<file path="config.mk">
export PLATFORM = sky130hd
export DESIGN_NAME = number_literal_classifier_core
export DESIGN_NICKNAME = d
export VERILOG_FILES = /design/src/hw/rtl/nlc_pkg.sv /design/src/hw/rtl/nlc_step.sv /design/src/hw/rtl/number_literal_classifier_core.sv
export SDC_FILE = /design/constraint.sdc
export NUM_CORES = 1
export LEC_CHECK = 0
export BUFFER_PORTS_ARGS = -buffer_cell sky130_fd_sc_hd__buf_2
export CORE_MARGIN = 2
export CORE_UTILIZATION = 55
export CTS_CLUSTER_SIZE = 40
export DETAILED_ROUTE_END_ITERATION = 8
export PLACE_DENSITY = 0.85
export SLEW_MARGIN = 0
export SYNTH_ARGS = -nofsm -noshare
export SYNTH_HDL_FRONTEND = slang
export SYNTH_SLANG_ARGS = --single-unit
</file>
<file path="constraint.sdc">
create_clock -name clk_i -period 7.3 [get_ports clk_i]
set_clock_uncertainty 0.1 [all_clocks]
set_input_delay 1.095 -clock clk_i [delete_from_list [all_inputs] [get_ports clk_i]]
set_output_delay 1.095 -clock clk_i [all_outputs]
set_load 0.01 [all_outputs]
</file>
<file path="src/hw/rtl/nlc_pkg.sv">
// Package for the number literal classifier: item types, phase codes and
// character constants. No dependencies.
`default_nettype none

package nlc_pkg;

  typedef struct packed {
    logic [7:0] symbol;
    logic       no_char;
    logic       last;
  } nlc_in_t;

  typedef struct packed {
    logic unsigned_ok;
    logic integer_ok;
    logic fraction_ok;
    logic exponent_ok;
  } nlc_out_t;

  typedef enum logic [10:0] {
    PhStart = 11'b000_0000_0001,
    PhMinus = 11'b000_0000_0010,
    PhZero  = 11'b000_0000_0100,
    PhInt   = 11'b000_0000_1000,
    PhPoint = 11'b000_0001_0000,
    PhFrac  = 11'b000_0010_0000,
    PhEmark = 11'b000_0100_0000,
    PhEsign = 11'b000_1000_0000,
    PhEzero = 11'b001_0000_0000,
    PhEdig  = 11'b010_0000_0000,
    PhFail  = 11'b100_0000_0000
  } nlc_phase_e;

  typedef struct packed {
    nlc_phase_e phase;
    logic       neg;
  } nlc_state_t;

  localparam logic [7:0] CharZero  = 8'h30;
  localparam logic [7:0] CharNine  = 8'h39;
  localparam logic [7:0] CharMinus = 8'h2d;
  localparam logic [7:0] CharPoint = 8'h2e;
  localparam logic [7:0] CharLowE  = 8'h65;
  localparam logic [7:0] CharUpE   = 8'h45;
  localparam logic [7:0] CharPlus  = 8'h2b;

endpackage

`default_nettype wire

</file>
<file path="src/hw/rtl/nlc_step.sv">
// Transition table of the classifier: next state and result flags for one item.
// Depends on nlc_pkg.
`default_nettype none

module nlc_step (
  input  wire nlc_pkg::nlc_state_t state_i,
  input  wire nlc_pkg::nlc_in_t    item_i,
  output nlc_pkg::nlc_state_t      state_o,
  output nlc_pkg::nlc_out_t        result_o
);
  import nlc_pkg::*;

  logic [7:0] c;
  logic       is_num;
  logic       is_zero;
  logic       is_emark;
  nlc_phase_e ph_next;
  nlc_phase_e ph_upd;
  logic       neg_upd;
  logic       is_i;
  logic       is_f;
  logic       is_d;

  assign c        = item_i.symbol;
  assign is_num   = c inside {[CharZero:CharNine]};
  assign is_zero  = (c == CharZero);
  assign is_emark = (c == CharLowE) || (c == CharUpE);

  always_comb begin
    ph_next = PhFail;
    case (state_i.phase)
      PhStart, PhMinus: begin
        if ((state_i.phase == PhStart) && (c == CharMinus)) ph_next = PhMinus;
        else if (is_zero) ph_next = PhZero;
        else if (is_num) ph_next = PhInt;
      end
      PhZero: begin
        if (c == CharPoint) ph_next = PhPoint;
        else if (is_emark) ph_next = PhEmark;
      end
      PhInt: begin
        if (is_num) ph_next = PhInt;
        else if (c == CharPoint) ph_next = PhPoint;
        else if (is_emark) ph_next = PhEmark;
      end
      PhPoint, PhFrac: begin
        if (is_num) ph_next = PhFrac;
        else if (is_emark) ph_next = PhEmark;
      end
      PhEmark, PhEsign: begin
        if ((state_i.phase == PhEmark) && ((c == CharMinus) || (c == CharPlus))) begin
          ph_next = PhEsign;
        end else if (is_zero) ph_next = PhEzero;
        else if (is_num) ph_next = PhEdig;
      end
      PhEdig: begin
        if (is_num) ph_next = PhEdig;
      end
      default: ph_next = PhFail;
    endcase
  end

  always_comb begin
    ph_upd  = state_i.phase;
    neg_upd = state_i.neg;
    if (!item_i.no_char) begin
      ph_upd = ph_next;
      if ((state_i.phase == PhStart) && (c == CharMinus)) neg_upd = 1'b1;
    end
  end

  assign is_i = (ph_upd == PhZero) || (ph_upd == PhInt);
  assign is_f = is_i || (ph_upd == PhPoint) || (ph_upd == PhFrac);
  assign is_d = is_f || (ph_upd == PhEzero) || (ph_upd == PhEdig);

  assign result_o.unsigned_ok = is_i && !neg_upd;
  assign result_o.integer_ok  = is_i;
  assign result_o.fraction_ok = is_f;
  assign result_o.exponent_ok = is_d;

  always_comb begin
    if (item_i.last) begin
      state_o.phase = PhStart;
      state_o.neg   = 1'b0;
    end else begin
      state_o.phase = ph_upd;
      state_o.neg   = neg_upd;
    end
  end

endmodule

`default_nettype wire

</file>
<file path="src/hw/rtl/number_literal_classifier_core.sv">
// Number literal classifier top level: input register, token state, result register.
// Depends on nlc_pkg and nlc_step.
//
// Classifies a number literal that arrives one character per item and ends on
// the item marked last, then returns one result item with four nested flags
// (unsigned, integer, fraction form, exponent form). An item with no_char set
// carries no character; with last set at the start of a token it yields an
// all-zero result. One item is accepted per clock cycle while no last item
// waits in the input register for the result register to free up. The token
// state update is a single combinational transition table between the input
// register and the result register, so only results not yet taken stall input.
`default_nettype none

module number_literal_classifier_core (
  input  wire                logic clk_i,
  input  wire                logic rst_ni,
  input  wire                logic in_valid_i,
  output logic                     in_ready_o,
  input  wire  nlc_pkg::nlc_in_t   in_item_i,
  output logic                     out_valid_o,
  input  wire                logic out_ready_i,
  output nlc_pkg::nlc_out_t        out_item_o
);
  import nlc_pkg::*;

  logic       in_valid_q;
  nlc_in_t    in_q;
  nlc_state_t state_q;
  nlc_state_t state_d;
  nlc_out_t   result_d;
  nlc_out_t   out_q;
  logic       out_valid_q;
  logic       out_free;
  logic       consume;

  nlc_step u_step (
    .state_i  (state_q),
    .item_i   (in_q),
    .state_o  (state_d),
    .result_o (result_d)
  );

  assign out_free   = !out_valid_q || out_ready_i;
  assign consume    = in_valid_q && (out_free || !in_q.last);
  assign in_ready_o = !in_valid_q || consume;

  always_ff @(posedge clk_i or negedge rst_ni) begin
    if (!rst_ni) begin
      in_valid_q    <= 1'b0;
      state_q.phase <= PhStart;
      state_q.neg   <= 1'b0;
      out_valid_q   <= 1'b0;
    end else begin
      if (in_ready_o) in_valid_q <= in_valid_i;
      if (consume) state_q <= state_d;
      if (consume && in_q.last) out_valid_q <= 1'b1;
      else if (out_ready_i) out_valid_q <= 1'b0;
    end
  end

  always_ff @(posedge clk_i) begin
    if (in_ready_o && in_valid_i) in_q <= in_item_i;
    if (consume && in_q.last) out_q <= result_d;
  end

  assign out_valid_o = out_valid_q;
  assign out_item_o  = out_q;

  a_flags_nested: assert property (@(posedge clk_i) disable iff (!rst_ni)
    out_valid_o |-> ((!out_item_o.unsigned_ok || out_item_o.integer_ok) &&
                     (!out_item_o.integer_ok || out_item_o.fraction_ok) &&
                     (!out_item_o.fraction_ok || out_item_o.exponent_ok)))
    else $error("result flags not nested");

  a_token_end_resets: assert property (@(posedge clk_i) disable iff (!rst_ni)
    (consume && in_q.last) |=> (state_q.phase == PhStart && !state_q.neg))
    else $error("state not cleared after token end");

  a_neg_not_start: assert property (@(posedge clk_i) disable iff (!rst_ni)
    state_q.neg |-> (state_q.phase != PhStart))
    else $error("minus flag set at token start");

  a_stall_has_item: assert property (@(posedge clk_i) disable iff (!rst_ni)
    !in_ready_o |-> (in_valid_q && in_q.last && out_valid_q))
    else $error("input stalled without a pending last item");

endmodule

`default_nettype wire

</file>
==> metrics.md <==
| Metric | Value |
|---|---|
| Total global routing overflow | `0` |
| Max Fclk | `361 MHz` |
| RSZ-0062 raised after global routing | `false` |
| CP Max Fanout | `3` |
| Gate Count Post-Synth | `182` |
| Area growth syn-to-layout | `7.98%` |
| Sequential area share after synthesis | `41.7%` |
| Postcts setup bufs | `0` |
| Asr flop ratio synth | `50.0%` |
| Hold buffers post-CTS | `0` |
| Ys Warns | `0` |
| Slew margin rel. | `48.6%` |
| Starting Density | `56.3%` |
| DR pass1 iterations | `4` |
| Post-DP HPWL | `3060 um` |
| Boundary pin count | `20` |
| Ant. Diodes | `0` |
| # clock sinks | `28` |
| Crit path capture type | `output pin` |
| Later-pin clock latency in the skew report | `330 ps` |
| Fin crit share | `37.9%` |
| Number of synthesized register bits | `28` |
| Clock Tree Root | `clkbuf_4` |
| Unique masters post-synth | `64` |
| Overall Global Routing Usage | `23.4%` |
| Via count | `1548` |
| Average size of a mapped cell | `10.2 um2` |
| Cells after DPL | `240` |
| ANT nets after route | `0` |
| Synth top area share | `22.7%` |
| Initial antenna violation count | `0` |
| Synth area leaders | `edfxtp_1 23%, dfrtp_1 18%, nand2_1 3.5%` |
| Main synth FF type | `edfxtp_1` |
| Pwr per Cell Area | `159 nW/um2` |
| Setup Crit Path Kind | `input port to output pin` |
| First-pass GRT wire length | `6600 um` |
| CTS tree | `yes` |
| Commonest cells after routing, fill and taps aside | `19 x buf_2, 17 x nand2_1, 16 x nor2_1` |
| Drt drc | `0` |
| Max_cap viols | `0` |
| Hold Slack | `443 ps` |
| Syn Std Cell Area | `1850 um2` |
| Num CTS Buffers | `3` |
| Iteration-0 DRC Markers | `78` |
| CP arrival | `1570 ps` |
| Critical Path RT | `6110 ps` |
| Total Wirelength | `4020 um` |
| EDFF count, synth | `14` |
| Post-synth top area cell | `edfxtp_1` |
| Wire per inst | `16.5 um` |
| Vias in the first global route | `1445` |
| Placer congestion estimate | `1.02` |
| Fin. max-slew vios | `0` |
| Leak | `0.769 nW` |
| VDD IR max | `0.146 mV` |
| HP Class | `flip-flop to flip-flop` |
| Post-cts gate resize count | `0` |
| Startpoint Class | `input port` |
| Largest net degree at the start of global routing | `21` |
| Commonest non-fill, non-tap cell in the layout | `buf_2` |
| Die area | `3840 um2` |
| Syn nets | `196` |
| Die width | `62.0 um` |
| Worst-margin pin slew | `771 ps` |
| Setup_tns | `0 ps` |
| Final setup vio count | `0` |
| Status | `complete, no violations` |
| Share of layout cells above drive strength 1 | `22.7%` |
| Core Rows | `21` |
| Final hold vios | `0` |
| CTS H-tree depth | `1` |
| Core ar. | `3280 um2` |
| DIE HEIGHT | `62.0 um` |
| Avg Vias per Cell | `6.34` |
| IO buf count | `19` |
| Min Tclk post-route | `2770 ps` |
| Clock-pin slew on the worst setup and hold paths | `160 ps` |
| Non-Filler Instances | `244` |
| Nets | `213` |
| Clock buffer depth | `2` |
[layer usage]
layer	routed length, um	track usage (%)
met1	1730	32.5
met5	0	0
met2	1970	37.6
met4	72	7.29
met3	243	3.31
[registers in the layout, summed over array words and instances (netlist names)]
register     flops
in_valid_q       1
in_q            10
state_q         12
out_valid_o      1
out_item_o       4
[worst max-delay path: stages]
cell and delay (ps):
buf_2 110, nand4b_1 200, buf_2 170
[synthesized netlist by cell type (all sizes together) (4+ instances only)]
master	instances
a21oi	4
buf	6
xor2	4
o31ai	6
dfrtp	13
o21ai	9
and3b	4
nor3	6
edfxtp	14
nand4	5
nor4	8
nor2	16
nand2b	5
nand2	17
[final cells by class]
cell class / count / area [um2]
Clock buffer: 4 / 36.3
Timing Repair Buffer: 20 / 103
Multi-Input combinational cell: 143 / 1020
Sequential cell: 28 / 772
Inverter: 3 / 11.3
Tap cell: 46 / 57.6
Fill cell: 267 / 1290
[kinds of logic (layout without fill, tap and decap cells)]
group | after synthesis | in the layout | synth area share [%]
flip-flops | 28 | 28 | 41.7
buffers and inverters | 11 | 27 | 3.25
XOR/XNOR | 6 | 6 | 2.84
AO/OA/AOI/OAI | 46 | 46 | 20.5
AND/OR/NAND/NOR | 91 | 91 | 31.7
[power by group]
part | internal, mW | switching, mW
Sequential | 0.175 | 0.0111
Combinational | 0.0231 | 0.0313
Clock | 0.0306 | 0.0460
[worst paths after layout]
path	startpoint	to	slack, ps	cells after the start
max in group asynchronous	rst_ni	state_q[1]	6260	1
min in group asynchronous	rst_ni	state_q[5]	530	1
hold / removal	state_q[0]	state_q[0]	440	2
hold reg to reg	state_q[0]	state_q[0]	440	2
setup reg to reg	state_q[4]	out_item_o[0]	4550	7
setup / recovery	out_ready_i	in_ready_o	4530	3
[through the flow]
step / instance area (um2) / total power, mW / utilization [%] / worst slack, ps
after global placement: 1960 / 0.241 / 59.7 / 4550
after global routing: 2000 / 0.332 / 60.8 / 4360
final: 2000 / 0.317 / 60.8 / 4530
after detailed placement: 1960 / 0.243 / 59.7 / 4530
after CTS: 2000 / 0.318 / 60.8 / 4530
after floorplan: 1850 / 0.225 / - / 4770
Power figures use the tool's default switching activity.
